## src/rtl/lru_kv_pkg.sv

```systemverilog
// Package of the LRU key-value cache: fixed field widths, codes and state types.
// Depends on nothing; the interfaces and the top level refer to it by scoped names.

package lru_kv_pkg;

   localparam int KEY_W   = 32;
   localparam int VALUE_W = 32;
   localparam int CFG_W   = 7;

   localparam logic [CFG_W-1:0]   CFG_RESET  = 7'd64;
   localparam logic [VALUE_W-1:0] MISS_VALUE = 32'hFFFF_FFFF;

   localparam logic CMD_GET = 1'b0;
   localparam logic CMD_PUT = 1'b1;

   typedef enum logic [1:0] {
      ST_IDLE,
      ST_SCAN,
      ST_UPDATE,
      ST_FINISH
   } state_type;

   // What the second sweep does to the slot store.
   typedef enum logic [1:0] {
      ACT_NONE,
      ACT_TOUCH,
      ACT_FILL,
      ACT_EVICT
   } action_type;

endpackage

```

## src/rtl/lru_kv_ifs.sv

```systemverilog
// Valid/ready channel interfaces of the LRU key-value cache: request, response, register write.
// Depends on lru_kv_pkg for the field widths.

interface lru_kv_req_if;
   logic                                valid;
   logic                                ready;
   logic                                command;
   logic signed [lru_kv_pkg::KEY_W-1:0]   lookup_key;
   logic signed [lru_kv_pkg::VALUE_W-1:0] store_value;

   modport source (output valid, command, lookup_key, store_value, input ready);
   modport sink   (input valid, command, lookup_key, store_value, output ready);
endinterface

interface lru_kv_rsp_if;
   logic                                valid;
   logic                                ready;
   logic                                found;
   logic signed [lru_kv_pkg::VALUE_W-1:0] read_value;
   logic                                evicted;
   logic signed [lru_kv_pkg::KEY_W-1:0]   evicted_key;

   modport source (output valid, found, read_value, evicted, evicted_key, input ready);
   modport sink   (input valid, found, read_value, evicted, evicted_key, output ready);
endinterface

interface lru_kv_csr_if;
   logic                            valid;
   logic                            ready;
   logic [lru_kv_pkg::CFG_W-1:0]    entries_in_use;

   modport source (output valid, entries_in_use, input ready);
   modport sink   (input valid, entries_in_use, output ready);
endinterface

```

## src/rtl/lru_key_value_cache.sv

```systemverilog
// Top level of the LRU key-value cache: control sequencer around one slot RAM.
// Depends on lru_kv_pkg, the channel interfaces in lru_kv_ifs and lru_kv_ram.
//
// Usage. Requests arrive on req_chan: a get (command 0) looks up lookup_key, a put
// (command 1) stores store_value under lookup_key. Each request yields exactly one
// transfer on rsp_chan carrying found, read_value (the value on a get hit, all ones on
// a get miss, zero on a put), evicted and evicted_key (the key pushed out by a put to
// a full cache, otherwise zero). csr_chan writes the capacity entries_in_use; it is
// always ready and is meant to be written only while no request is in flight.
// A value of zero acts as one, values above MAX_ENTRIES act as MAX_ENTRIES.
//
// Timing. One request is handled at a time. Between acceptance and the response
// transfer, one sweep over the filled slots compares keys and finds the oldest entry,
// then a second sweep rewrites the recency ranks (skipped on a get miss). Both
// sweeps are bounded by the single read and single write port of the slot RAM,
// one slot per cycle.
//
// Reset clears the fill count and sets the capacity to 64; the slot RAM is not
// cleared, as the data of an unfilled slot is never used. A finished response waits in an
// output register while the receiver stalls, and the next request is already
// accepted and processed; only its own response waits for that register to drain.

module lru_key_value_cache #(
   parameter int MAX_ENTRIES = 64
) (
   input  logic        clock,
   input  logic        reset,
   lru_kv_req_if.sink  req_chan,
   lru_kv_rsp_if.source rsp_chan,
   lru_kv_csr_if.sink  csr_chan
);

   localparam int SW     = (MAX_ENTRIES > 1) ? $clog2(MAX_ENTRIES) : 1;
   localparam int CW     = $clog2(MAX_ENTRIES + 1);
   localparam int LW     = (CW > lru_kv_pkg::CFG_W) ? CW : lru_kv_pkg::CFG_W;
   localparam int KW     = lru_kv_pkg::KEY_W;
   localparam int VW     = lru_kv_pkg::VALUE_W;
   localparam int WORD_W = KW + VW + SW;

   // Slot word layout: {key, value, rank}. Rank 0 is the most recently used.
   lru_kv_pkg::state_type  state_ff, state_in;
   lru_kv_pkg::action_type act_ff, act_in;

   logic [lru_kv_pkg::CFG_W-1:0] cfg_ff, cfg_in;
   logic [CW-1:0] filled_ff, filled_in;
   logic [CW-1:0] idx_ff, idx_in;
   logic [CW-1:0] limit_ff, limit_in;
   logic          rvalid_ff, rvalid_in;
   logic [SW-1:0] ridx_ff, ridx_in;

   logic          cmd_ff, cmd_in;
   logic [KW-1:0] key_ff, key_in;
   logic [VW-1:0] val_ff, val_in;

   logic          found_ff, found_in;
   logic [SW-1:0] hit_idx_ff, hit_idx_in;
   logic [SW-1:0] hit_rank_ff, hit_rank_in;
   logic [VW-1:0] hit_value_ff, hit_value_in;
   logic [SW-1:0] old_idx_ff, old_idx_in;
   logic [SW-1:0] old_rank_ff, old_rank_in;
   logic [KW-1:0] old_key_ff, old_key_in;
   logic [SW-1:0] tgt_idx_ff, tgt_idx_in;
   logic [SW-1:0] tgt_rank_ff, tgt_rank_in;

   logic          rsp_valid_ff, rsp_valid_in;
   logic          rsp_found_ff, rsp_found_in;
   logic [VW-1:0] rsp_value_ff, rsp_value_in;
   logic          rsp_evicted_ff, rsp_evicted_in;
   logic [KW-1:0] rsp_evkey_ff, rsp_evkey_in;

   logic              ram_we;
   logic [SW-1:0]     ram_waddr;
   logic [WORD_W-1:0] ram_wdata;
   logic [SW-1:0]     ram_raddr;
   logic [WORD_W-1:0] ram_rdata;

   logic [KW-1:0] rd_key;
   logic [VW-1:0] rd_value;
   logic [SW-1:0] rd_rank;
   logic [LW-1:0] cap;
   logic [LW-1:0] cfg_ext;

   assign rd_key   = ram_rdata[WORD_W-1 -: KW];
   assign rd_value = ram_rdata[SW +: VW];
   assign rd_rank  = ram_rdata[SW-1:0];

   // Effective capacity: zero acts as one, anything above the store is clamped.
   assign cfg_ext = LW'(cfg_ff);
   always_comb begin
      if (cfg_ff == '0) begin
         cap = LW'(1);
      end else if (cfg_ext > LW'(MAX_ENTRIES)) begin
         cap = LW'(MAX_ENTRIES);
      end else begin
         cap = cfg_ext;
      end
   end

   lru_kv_ram #(
      .WIDTH (WORD_W),
      .DEPTH (MAX_ENTRIES)
   ) u_slot_ram (
      .clock   (clock),
      .wr_en   (ram_we),
      .wr_addr (ram_waddr),
      .wr_data (ram_wdata),
      .rd_addr (ram_raddr),
      .rd_data (ram_rdata)
   );

   assign req_chan.ready       = (state_ff == lru_kv_pkg::ST_IDLE);
   assign csr_chan.ready       = 1'b1;
   assign rsp_chan.valid       = rsp_valid_ff;
   assign rsp_chan.found       = rsp_found_ff;
   assign rsp_chan.read_value  = rsp_value_ff;
   assign rsp_chan.evicted     = rsp_evicted_ff;
   assign rsp_chan.evicted_key = rsp_evkey_ff;

   always_ff @(posedge clock) begin
      if (reset) begin
         state_ff     <= lru_kv_pkg::ST_IDLE;
         cfg_ff       <= lru_kv_pkg::CFG_RESET;
         filled_ff    <= '0;
         rvalid_ff    <= 1'b0;
         rsp_valid_ff <= 1'b0;
      end else begin
         state_ff     <= state_in;
         cfg_ff       <= cfg_in;
         filled_ff    <= filled_in;
         rvalid_ff    <= rvalid_in;
         rsp_valid_ff <= rsp_valid_in;
      end
   end

   always_ff @(posedge clock) begin
      act_ff         <= act_in;
      idx_ff         <= idx_in;
      limit_ff       <= limit_in;
      ridx_ff        <= ridx_in;
      cmd_ff         <= cmd_in;
      key_ff         <= key_in;
      val_ff         <= val_in;
      found_ff       <= found_in;
      hit_idx_ff     <= hit_idx_in;
      hit_rank_ff    <= hit_rank_in;
      hit_value_ff   <= hit_value_in;
      old_idx_ff     <= old_idx_in;
      old_rank_ff    <= old_rank_in;
      old_key_ff     <= old_key_in;
      tgt_idx_ff     <= tgt_idx_in;
      tgt_rank_ff    <= tgt_rank_in;
      rsp_found_ff   <= rsp_found_in;
      rsp_value_ff   <= rsp_value_in;
      rsp_evicted_ff <= rsp_evicted_in;
      rsp_evkey_ff   <= rsp_evkey_in;
   end

   always_comb begin
      logic [KW-1:0] new_key;
      logic [VW-1:0] new_value;
      logic [SW-1:0] new_rank;

      state_in       = state_ff;
      act_in         = act_ff;
      cfg_in         = cfg_ff;
      filled_in      = filled_ff;
      idx_in         = idx_ff;
      limit_in       = limit_ff;
      rvalid_in      = 1'b0;
      ridx_in        = ridx_ff;
      cmd_in         = cmd_ff;
      key_in         = key_ff;
      val_in         = val_ff;
      found_in       = found_ff;
      hit_idx_in     = hit_idx_ff;
      hit_rank_in    = hit_rank_ff;
      hit_value_in   = hit_value_ff;
      old_idx_in     = old_idx_ff;
      old_rank_in    = old_rank_ff;
      old_key_in     = old_key_ff;
      tgt_idx_in     = tgt_idx_ff;
      tgt_rank_in    = tgt_rank_ff;
      rsp_valid_in   = rsp_valid_ff & ~rsp_chan.ready;
      rsp_found_in   = rsp_found_ff;
      rsp_value_in   = rsp_value_ff;
      rsp_evicted_in = rsp_evicted_ff;
      rsp_evkey_in   = rsp_evkey_ff;

      ram_we    = 1'b0;
      ram_waddr = ridx_ff;
      ram_raddr = idx_ff[SW-1:0];
      new_key   = rd_key;
      new_value = rd_value;
      new_rank  = rd_rank;

      if (csr_chan.valid) begin
         cfg_in = csr_chan.entries_in_use;
      end

      case (state_ff)
         lru_kv_pkg::ST_IDLE: begin
            if (req_chan.valid) begin
               cmd_in   = req_chan.command;
               key_in   = req_chan.lookup_key;
               val_in   = req_chan.store_value;
               found_in = 1'b0;
               idx_in   = '0;
               state_in = lru_kv_pkg::ST_SCAN;
            end
         end

         lru_kv_pkg::ST_SCAN: begin
            // Issue one read a cycle; the data of slot ridx returns in the next cycle.
            if (idx_ff < filled_ff) begin
               rvalid_in = 1'b1;
               ridx_in   = idx_ff[SW-1:0];
               idx_in    = idx_ff + CW'(1);
            end
            if (rvalid_ff) begin
               // The first matching slot wins, as does the first slot of highest rank.
               if (!found_ff && rd_key == key_ff) begin
                  found_in     = 1'b1;
                  hit_idx_in   = ridx_ff;
                  hit_rank_in  = rd_rank;
                  hit_value_in = rd_value;
               end
               if (ridx_ff == '0 || rd_rank > old_rank_ff) begin
                  old_idx_in  = ridx_ff;
                  old_rank_in = rd_rank;
                  old_key_in  = rd_key;
               end
            end else if (idx_ff == filled_ff) begin
               // Sweep complete: choose what the rank sweep has to do.
               idx_in = '0;
               if (found_ff) begin
                  act_in      = lru_kv_pkg::ACT_TOUCH;
                  tgt_idx_in  = hit_idx_ff;
                  tgt_rank_in = hit_rank_ff;
               end else if (cmd_ff == lru_kv_pkg::CMD_GET) begin
                  act_in = lru_kv_pkg::ACT_NONE;
               end else if (LW'(filled_ff) < cap) begin
                  act_in = lru_kv_pkg::ACT_FILL;
               end else begin
                  act_in      = lru_kv_pkg::ACT_EVICT;
                  tgt_idx_in  = old_idx_ff;
                  tgt_rank_in = old_rank_ff;
               end
               if (!found_ff && cmd_ff == lru_kv_pkg::CMD_PUT && LW'(filled_ff) < cap) begin
                  limit_in = filled_ff + CW'(1);
               end else begin
                  limit_in = filled_ff;
               end
               if (!found_ff && cmd_ff == lru_kv_pkg::CMD_GET) begin
                  state_in = lru_kv_pkg::ST_FINISH;
               end else begin
                  state_in = lru_kv_pkg::ST_UPDATE;
               end
            end
         end

         lru_kv_pkg::ST_UPDATE: begin
            // Read slot i while the modified word of slot i-1 is written back.
            if (idx_ff < limit_ff) begin
               rvalid_in = 1'b1;
               ridx_in   = idx_ff[SW-1:0];
               idx_in    = idx_ff + CW'(1);
            end
            if (rvalid_ff) begin
               ram_we = 1'b1;
               case (act_ff)
                  lru_kv_pkg::ACT_FILL: begin
                     if (CW'(ridx_ff) == filled_ff) begin
                        new_key   = key_ff;
                        new_value = val_ff;
                        new_rank  = '0;
                     end else begin
                        new_rank = rd_rank + SW'(1);
                     end
                  end
                  lru_kv_pkg::ACT_TOUCH, lru_kv_pkg::ACT_EVICT: begin
                     if (ridx_ff == tgt_idx_ff) begin
                        new_rank = '0;
                        if (cmd_ff == lru_kv_pkg::CMD_PUT) begin
                           new_key   = key_ff;
                           new_value = val_ff;
                        end
                     end else if (rd_rank < tgt_rank_ff) begin
                        new_rank = rd_rank + SW'(1);
                     end
                  end
                  default: begin
                     ram_we = 1'b0;
                  end
               endcase
            end else if (idx_ff == limit_ff) begin
               if (act_ff == lru_kv_pkg::ACT_FILL) begin
                  filled_in = filled_ff + CW'(1);
               end
               state_in = lru_kv_pkg::ST_FINISH;
            end
         end

         lru_kv_pkg::ST_FINISH: begin
            if (!rsp_valid_ff || rsp_chan.ready) begin
               rsp_valid_in   = 1'b1;
               rsp_found_in   = found_ff;
               rsp_evicted_in = (act_ff == lru_kv_pkg::ACT_EVICT);
               rsp_evkey_in   = (act_ff == lru_kv_pkg::ACT_EVICT) ? old_key_ff : '0;
               if (cmd_ff == lru_kv_pkg::CMD_PUT) begin
                  rsp_value_in = '0;
               end else if (found_ff) begin
                  rsp_value_in = hit_value_ff;
               end else begin
                  rsp_value_in = lru_kv_pkg::MISS_VALUE;
               end
               state_in = lru_kv_pkg::ST_IDLE;
            end
         end

         default: begin
            state_in = lru_kv_pkg::ST_IDLE;
         end
      endcase

      ram_wdata = {new_key, new_value, new_rank};
   end

endmodule

```

## src/rtl/lru_kv_ram.sv

```systemverilog
// Generic simple dual-port RAM: one write port, one read port, read data registered.
// Depends on nothing.

module lru_kv_ram #(
   parameter int  WIDTH  = 32,
   parameter int  DEPTH  = 64,
   localparam int ADDR_W = (DEPTH > 1) ? $clog2(DEPTH) : 1
) (
   input  logic              clock,
   input  logic              wr_en,
   input  logic [ADDR_W-1:0] wr_addr,
   input  logic [WIDTH-1:0]  wr_data,
   input  logic [ADDR_W-1:0] rd_addr,
   output logic [WIDTH-1:0]  rd_data
);

   logic [WIDTH-1:0] mem [DEPTH];
   logic [WIDTH-1:0] rd_data_ff;

   always_ff @(posedge clock) begin
      if (wr_en) begin
         mem[wr_addr] <= wr_data;
      end
      rd_data_ff <= mem[rd_addr];
   end

   assign rd_data = rd_data_ff;

endmodule
```

## src/flat_wrapper.sv

```systemverilog
// flat-port wrapper written by rule: the top's interface ports become plain ports
module lru_key_value_cache_flat 
#(
   parameter int MAX_ENTRIES = 64
)
  (clock, reset, req_chan_valid, req_chan_command, req_chan_lookup_key, req_chan_store_value, req_chan_ready, rsp_chan_valid, rsp_chan_found, rsp_chan_read_value, rsp_chan_evicted, rsp_chan_evicted_key, rsp_chan_ready, csr_chan_valid, csr_chan_entries_in_use, csr_chan_ready);
  lru_kv_req_if req_chan_i ();
  lru_kv_rsp_if rsp_chan_i ();
  lru_kv_csr_if csr_chan_i ();
  input  logic clock;
  input  logic reset;
  input wire logic [$bits(req_chan_i.valid)-1:0] req_chan_valid;
  input wire logic [$bits(req_chan_i.command)-1:0] req_chan_command;
  input wire logic [$bits(req_chan_i.lookup_key)-1:0] req_chan_lookup_key;
  input wire logic [$bits(req_chan_i.store_value)-1:0] req_chan_store_value;
  output wire logic [$bits(req_chan_i.ready)-1:0] req_chan_ready;
  output wire logic [$bits(rsp_chan_i.valid)-1:0] rsp_chan_valid;
  output wire logic [$bits(rsp_chan_i.found)-1:0] rsp_chan_found;
  output wire logic [$bits(rsp_chan_i.read_value)-1:0] rsp_chan_read_value;
  output wire logic [$bits(rsp_chan_i.evicted)-1:0] rsp_chan_evicted;
  output wire logic [$bits(rsp_chan_i.evicted_key)-1:0] rsp_chan_evicted_key;
  input wire logic [$bits(rsp_chan_i.ready)-1:0] rsp_chan_ready;
  input wire logic [$bits(csr_chan_i.valid)-1:0] csr_chan_valid;
  input wire logic [$bits(csr_chan_i.entries_in_use)-1:0] csr_chan_entries_in_use;
  output wire logic [$bits(csr_chan_i.ready)-1:0] csr_chan_ready;
  assign req_chan_i.valid = req_chan_valid;
  assign req_chan_i.command = req_chan_command;
  assign req_chan_i.lookup_key = req_chan_lookup_key;
  assign req_chan_i.store_value = req_chan_store_value;
  assign req_chan_ready = req_chan_i.ready;
  assign rsp_chan_valid = rsp_chan_i.valid;
  assign rsp_chan_found = rsp_chan_i.found;
  assign rsp_chan_read_value = rsp_chan_i.read_value;
  assign rsp_chan_evicted = rsp_chan_i.evicted;
  assign rsp_chan_evicted_key = rsp_chan_i.evicted_key;
  assign rsp_chan_i.ready = rsp_chan_ready;
  assign csr_chan_i.valid = csr_chan_valid;
  assign csr_chan_i.entries_in_use = csr_chan_entries_in_use;
  assign csr_chan_ready = csr_chan_i.ready;
  lru_key_value_cache #(.MAX_ENTRIES(MAX_ENTRIES)) u_core (.clock(clock), .reset(reset), .req_chan(req_chan_i), .rsp_chan(rsp_chan_i), .csr_chan(csr_chan_i));
endmodule
```

## config.mk

```make
export PLATFORM = sky130hd
export DESIGN_NAME = lru_key_value_cache_flat
export DESIGN_NICKNAME = d
export VERILOG_FILES = /design/src/rtl/lru_kv_pkg.sv /design/src/rtl/lru_kv_ifs.sv /design/src/rtl/lru_key_value_cache.sv /design/src/rtl/lru_kv_ram.sv /design/src/flat_wrapper.sv
export SDC_FILE = /design/constraint.sdc
export NUM_CORES = 2
export LEC_CHECK = 0
export ABC_AREA = 0
export BUFFER_PORTS_ARGS = -buffer_cell sky130_fd_sc_hd__buf_2
export CAP_MARGIN = 20
export CELL_PAD_IN_SITES_DETAIL_PLACEMENT = 1
export CELL_PAD_IN_SITES_GLOBAL_PLACEMENT = 2
export CORE_AREA = 2 2 726 728
export DETAILED_ROUTE_END_ITERATION = 10
export DIE_AREA = 0 0 728 730
export GPL_ROUTABILITY_DRIVEN = 0
export PLACE_DENSITY_LB_ADDON = 0.12
export REMOVE_ABC_BUFFERS = 1
export SYNTH_ARGS = -nofsm -noshare
export SYNTH_HDL_FRONTEND = slang
export SYNTH_MEMORY_MAX_BITS = 65536
export SYNTH_SLANG_ARGS = --single-unit
```

## constraint.sdc

```tcl
create_clock -name clock -period 15.77 [get_ports clock]
set_clock_uncertainty 0.15 [all_clocks]
set_input_delay 1.577 -clock clock [delete_from_list [all_inputs] [get_ports clock]]
set_output_delay 1.577 -clock clock [all_outputs]
set_load 0.05 [all_outputs]
```

Yosys cells after proc, flatten, opt, wreduce, memory -nomap -nowiden

Memory sizes are Yosys's and may differ from the RTL's. A register that Yosys moved wholly into a read port is not among the register bits.
Cells that the tools add are included.

Memories kept: 1
RAM bits: 4480
Input port bits: 77
Logic and storage cells: 152
Flip-flop bits (word level): 272

Eq/ne operators: 22
$lt $le $gt $ge: 6
Muxes and demuxes: 61
Bitwise gates (word level): 4
Reductions and logical operators: 29
Add/sub/neg operators: 3

Memory list:

| memory                | words | width | read ports | clocked after memory_dff | wr ports | RTL line         | source |
|---|---|---|---|---|---|---|---|
| u_core.u_slot_ram.mem | 64    | 70    | 1          | 1                        | 1        | lru_kv_ram.sv:17 | `logic [WIDTH-1:0] mem [DEPTH];` |

Operators with widths:

| cell                                                             | count |
|---|---|
| 32-bit two-way mux                                               | 11 |
| 32-bit case mux with 2 select lines                              | 2 |
| 6-bit two-way mux                                                | 13 |
| 7-bit two-way mux                                                | 8 |
| 32-bit == test                                                   | 1 |
| 6-bit case mux with 2 select lines                               | 2 |
| 7-bit less-than comparator                                       | 3 |
| 7-bit case mux with 3 select lines                               | 1 |
| 2-bit by 1-bit != test with 1-bit output (second input constant) | 8 |
| 1-bit two-way mux                                                | 15 |
| 3-bit AND reduction                                              | 5 |
| 7-bit by 1-bit adder with 7-bit output (second input constant)   | 2 |
| 7-bit == test                                                    | 2 |
| 2-bit two-way mux                                                | 6 |
| 2-bit == test (second input constant)                            | 4 |
| 2-bit case mux with 4 select lines                               | 1 |
| 4-bit AND reduction                                              | 2 |
| 6-bit by 7-bit == test with 1-bit output                         | 1 |
| 7-bit > comparator (second input constant)                       | 1 |
| 7-bit logical NOT                                                | 1 |
| 6-bit by 1-bit adder with 6-bit output (second input constant)   | 1 |
| 6-bit == test                                                    | 1 |
| 6-bit > comparator                                               | 1 |
| 6-bit logical NOT                                                | 1 |
| other kinds (17)                                                 | 32 |

Logic depth before layout (Yosys ltp)

Word-level depth: 7
Depth in mapped cells: 13
Mapped depth without buffers: 9

By module

A second synthesis with hierarchy kept.

Cell total of the unflattened synthesis: 8260
Area, all modules: 183184.4 µm²

Modules (own cells, without submodules):

| module              | area an instance (µm²) | cells each | instances |
|---|---|---|---|
| lru_kv_ram          | 171391.9               | 7416       | 1 |
| lru_key_value_cache | 11792.6                | 844        | 1 |

Worst setup path after synthesis

No wires, ideal clock.

Path type: register to register
Start: register u_core.u_slot_ram.rd_data_ff[3], in the netlist u_core.u_slot_ram.rd_data[3] (read register of u_core.u_slot_ram.mem)
End: memory u_core.u_slot_ram.mem[0][3] in the netlist's numbering (data pin)
Data arrival time: 5.802 ns
Period minus slack after synthesis: 6.960 ns
Setup slack: 8.810 ns
Stages on the path, launching flop included: 7
Required time: 14.612 ns
Setup time: 1.008 ns
Cell sequence: dfxtp_1 -> ha_1 -> a2111oi_0 -> o21ai_0 -> a21oi_1 -> o21ai_0 -> o311ai_0

Longest elaborated chain between the ends: 6

RTL lines:

| item                                                                                        | RTL line                                                                           | source |
|---|---|---|
| from (decl)                                                                                 | lru_kv_ram.sv:18                                                                   | `logic [WIDTH-1:0] rd_data_ff;` |
| 6-bit by 1-bit adder with 6-bit output / 6-bit less-than comparator (equally long branches) | lru_key_value_cache.sv:277, lru_key_value_cache.sv:288, lru_key_value_cache.sv:287 |  |
| 6-bit two-way mux                                                                           | lru_key_value_cache.sv:287                                                         | `end else if (rd_rank < tgt_rank_ff) begin` |
| 6-bit two-way mux                                                                           | lru_key_value_cache.sv:281                                                         | `if (ridx_ff == tgt_idx_ff) begin` |
| 6-bit case mux with 2 select lines                                                          | lru_key_value_cache.sv:270                                                         | `case (act_ff)` |
| 6-bit two-way mux                                                                           | lru_key_value_cache.sv:268                                                         | `if (rvalid_ff) begin` |
| 6-bit two-way mux (*)                                                                       | lru_key_value_cache.sv:200                                                         | `case (state_ff)` |
| via u_core.ram_wdata[3]                                                                     | lru_key_value_cache.sv:73                                                          | `logic [WORD_W-1:0] ram_wdata;` |
| to (decl)                                                                                   | lru_kv_ram.sv:17                                                                   |  |

The timed path passes the listed nets; every way through them passes the cells marked *.

Final worst setup path

Start: register u_core.state_ff[0]
End: memory u_core.u_slot_ram.mem[44][61] in the netlist's numbering, enable pin

Longest elaborated chain between the ends: 4

RTL lines:

| item                                    | RTL line                   | source |
|---|---|---|
| from (decl)                             | lru_key_value_cache.sv:41  | `lru_kv_pkg::state_type state_ff, state_in;` |
| from (signal assigned)                  | lru_key_value_cache.sv:121 | `state_ff <= lru_kv_pkg::ST_IDLE;` |
| from (signal assigned)                  | lru_key_value_cache.sv:127 | `state_ff <= state_in;` |
| 2-bit == test                           | lru_key_value_cache.sv:200 |  |
| 1-bit two-way mux                       | lru_key_value_cache.sv:200 |  |
| 1-bit two-way mux                       | lru_kv_ram.sv:21           | `if (wr_en) begin` |
| 1-bit two-way mux (implied by the code) | lru_kv_ram.sv:22           | `mem[wr_addr] <= wr_data;` |

Every way passes these cells.

==> metrics.cfg <==
[route]
route.antenna.remaining_nets = 0
initialDrtViolationCount = 10000
drt_drc_violations_left = 0
firstDrtPassIters = 5
wl_per_cell_um = 38.0
detailroute.via_count = 87000
wl_mm = 594
via_per_inst = 5.57

[cells_and_area]
layout-drive-gt1-share_pct = 31.1
layout.cells.most_common = edfxtp_1
areaGrowthSynthToFinish_pct = 15.9
n_fill_cell = 48100
finish.utilization_pct = 40.4
finish.net_count = 8333
most-common-layout-cells = 4,734 x edfxtp_1, 1,330 x mux4_2, 562 x clkbuf_16
final_cell_area_um2 = 212000

[global_route]
largest_net_degree_at_the_start_of_global_routing = 126
first_global_vias = 91500
highest_utilization_routing_layer_at_the_global_route_stage = met2
grt_pass1_wl_mm = 809
gr-usage-met2_pct = 36.6
use_met3_pct = 2.68
groute.usage.overall_pct = 22.2
grt.overflow.total = 0
antenna_found_initial = 38
grt_use_met1_pct = 31.9

[yosys]
async_flop_share_pct = 0
synth_instances = 7591
yosysWarningCount = 0
yosysSeqAreaShare_pct = 78.8
syn-mean-instance-area_um2 = 24.1
edff_count_synth = 4734
synth.top_cell.area_share_pct = 77.8
post-synth-top-area-cell = edfxtp_1
synthTopCellsByArea = edfxtp_1 78%, mux4_2 16%, dfxtp_1 0.96%
synth_cell_types = 60
postSynthRegisterBits = 4822
postSynth.topFlopCell = edfxtp_1
synth_area_um2 = 183000

[power_and_ir_drop]
cellLeakagePower_nw = 64.8
totalPowerFinal_w = 0.0388
clkPwrFrac_pct = 32.0
power_density_nw_per_um2 = 183
internal_power_w = 0.0270
total_switching_power_w = 0.0118
pwr-share-comb_pct = 25.7
switching_share_pct = 30.4
share_seq_of_total_power_pct = 42.3
vdd_ir_drop_max_mv = 0.128

[hold_path]
holdCritPathClass = flip-flop to flip-flop
whs_path_depth = 0
hold_end = u_core.hit_value_ff[19]$_DFFE_PP_
worst_hold_startpoint = u_core.u_slot_ram.rd_data[25]$_DFF_P_

[sta]
timing.slew.headroom_pct = 19.6
post-route-period-util_pct = 37.9
report.final.slew_viol_count = 0
timing.final.crit_period_ns = 5.97
final_setup_fails = 0
count_of_final_hold_check_violations = 0
tightestPinTransition_ns = 1.21
rsz0062_at_grt = no
achievable_frequency_mhz = 167

[worst_setup_path]
critical_path_class = flip-flop to flip-flop
path_max_fanout = 28
path_buf_inv = 3
critical_path.reg2reg.endpoint = u_core.u_slot_ram.mem[44][61]$_DFFE_PP_
critPathMaxStageDelay_ns = 1.08
crit_required_ns = 16.27
ff2ff_setup_slack_ns = 9.80
worstSetupStartpointType = flip-flop
regToRegStartpoint = u_core.state_ff[0]$_SDFFE_PP0P_
critPathMostFrequentCell = buf_4
critPathArrivalTime_ns = 6.47
delay_heaviest_family_cp = simple AND/OR/NAND/NOR gates
cp-end-kind = flip-flop
timing.critical_path.slowest_stage_cell = nor2_4
reg2regPathDepth = 9
critical_path.cell_chain = inv_1, ha_1, and2_1, o21ai_0, nor2_1, nand3b_1, nor2_4, buf_4, buf_4

[placed_design]
placement.io_buffers = 144
place_hpwl_mm = 315
placed_cell_area_um2 = 193000

[floorplanning]
die_area_um2 = 531000
io_pins = 146
die_height_um = 730
initial_core_util_pct = 34.9
rows = 266
dieWidth_um = 728
fp.coreArea_um2 = 524000

[status]
status = completed

[cts]
cts.root.buffer_cell = clkbuf_16
cts_hold_buffers = 0
cts_htree_levels = 6
clkSlewWorstSetupHoldPaths_ns = 0.06
tritoncts.num_buffers = 547
postCtsSetupRepairBufs = 0
tritoncts_num_sinks = 4822
clock_path_buffers = 4
ctsResizeCount = 0
tritoncts = done
worst_skew_pair.late_latency_ns = 1.06

[flow_run]
drv.max_cap_violation_count = 0

[sequential cells by signal, summed over array words and instances, names as in the netlist, 7 cells and up]
| register | cells |
|---|---|
| u_core.filled_ff | 7 |
| u_core.old_key_ff | 32 |
| u_core.rsp_chan.evicted_key | 32 |
| u_core.hit_value_ff | 32 |
| u_core.idx_ff | 7 |
| u_core.rsp_chan.read_value | 32 |
| u_core.u_slot_ram.mem | 4480 |
| u_core.val_ff | 32 |
| u_core.u_slot_ram.rd_data | 70 |
| u_core.key_ff | 32 |
| u_core.limit_ff | 7 |
| u_core.cfg_ext | 7 |
[how the worst max path moves through the flow]
| stage | start | end | depth (start not counted) |
|---|---|---|---|
| after floorplan | u_core.idx_ff[0]$_DFFE_PP_ | u_core.tgt_idx_ff[0]$_DFFE_PP_ | 5 |
| after global placement | u_core.idx_ff[0]$_DFFE_PP_ | u_core.u_slot_ram.rd_data[16]$_DFF_P_ | 8 |
| after detailed placement | u_core.idx_ff[0]$_DFFE_PP_ | u_core.u_slot_ram.rd_data[16]$_DFF_P_ | 8 |
| after CTS | u_core.idx_ff[0]$_DFFE_PP_ | u_core.u_slot_ram.rd_data[16]$_DFF_P_ | 8 |
| after global routing | u_core.idx_ff[0]$_DFFE_PP_ | u_core.u_slot_ram.rd_data[16]$_DFF_P_ | 9 |
| final | u_core.state_ff[0]$_SDFFE_PP0P_ | u_core.u_slot_ram.mem[44][61]$_DFFE_PP_ | 9 |
[cell type report]
cell class	instances	area, um2	share of cell area [%]
multi-input cells	2302	37200	17.6
repair buffers	474	4250	2.01
inverters	71	267	0.126
clock inverters	265	2420	1.14
diodes	15	37.5	0.0177
clock buffers	717	14800	7.01
flip-flops and latches	4822	144000	68.0
well taps	6968	8720	4.12
[Yosys cell counts, types with 5 or more instances]
master    count
a221oi_1     16
ha_1         38
mux4_2     1330
dfxtp_1      88
clkbuf_1    183
buf_2       120
mux2_2       67
a211oi_1     59
o22ai_1     195
nand2b_1      6
edfxtp_1   4734
nand3b_1      6
nor2b_1       9
nand3_1      19
inv_1        70
or3_1         9
buf_6         8
buf_4        39
mux2_1        5
o21ai_1      14
xor2_1       37
buf_1        46
a21oi_1      59
nand2_1      31
nor4_1        9
mux2i_1      79
xnor2_1      18
o21ai_0      29
a21o_1        8
nor3_1        9
and3_1       38
nor2_1      168
[power by group through the flow]
stage | sequential (W) | clock (W) | combinational, W
final | 0.0164 | 0.0124 | 0.00997
after global routing | 0.0164 | 0.0131 | 0.0106
after CTS | 0.0165 | 0.0127 | 0.00991
after detailed placement | 0.0167 | 0 | 0.00989
after global placement | 0.0168 | 0 | 0.00966
after floorplan | 0.0173 | 0 | 0.00969
[stage by stage]
stage / hold slack [ns] / worst slack [ns] / cells / TNS [ns]
after floorplan: 0.251 / -37.20 / 7195 / -3993.78
after global placement: 0.268 / 9.86 / 14600 / 0
after detailed placement: 0.269 / 9.85 / 14600 / 0
after CTS: 0.285 / 9.82 / 15600 / 0
after global routing: 0.295 / 9.45 / 15600 / 0
final: 0.280 / 9.80 / 15600 / 0
[layer usage]
layer / vias to the layer above / routed length (um)
met5: - / 0
met4: 0 / 11200
met3: 630 / 31200
met2: 2859 / 290000
met1: 49500 / 261000
li1: 34100 / -
[cells by family after synthesis]
group	count (synthesis)	share of synthesized area (%)
mux	1481	17.3
simple gates	322	0.826
other cells	1	0.00205
fa+ha+maj	38	0.260
flops	4822	78.8
buf+inv	467	1.15
compound gates	405	1.42
xor+xnor	55	0.264
No activity file was read; power rests on OpenSTA's default activity.
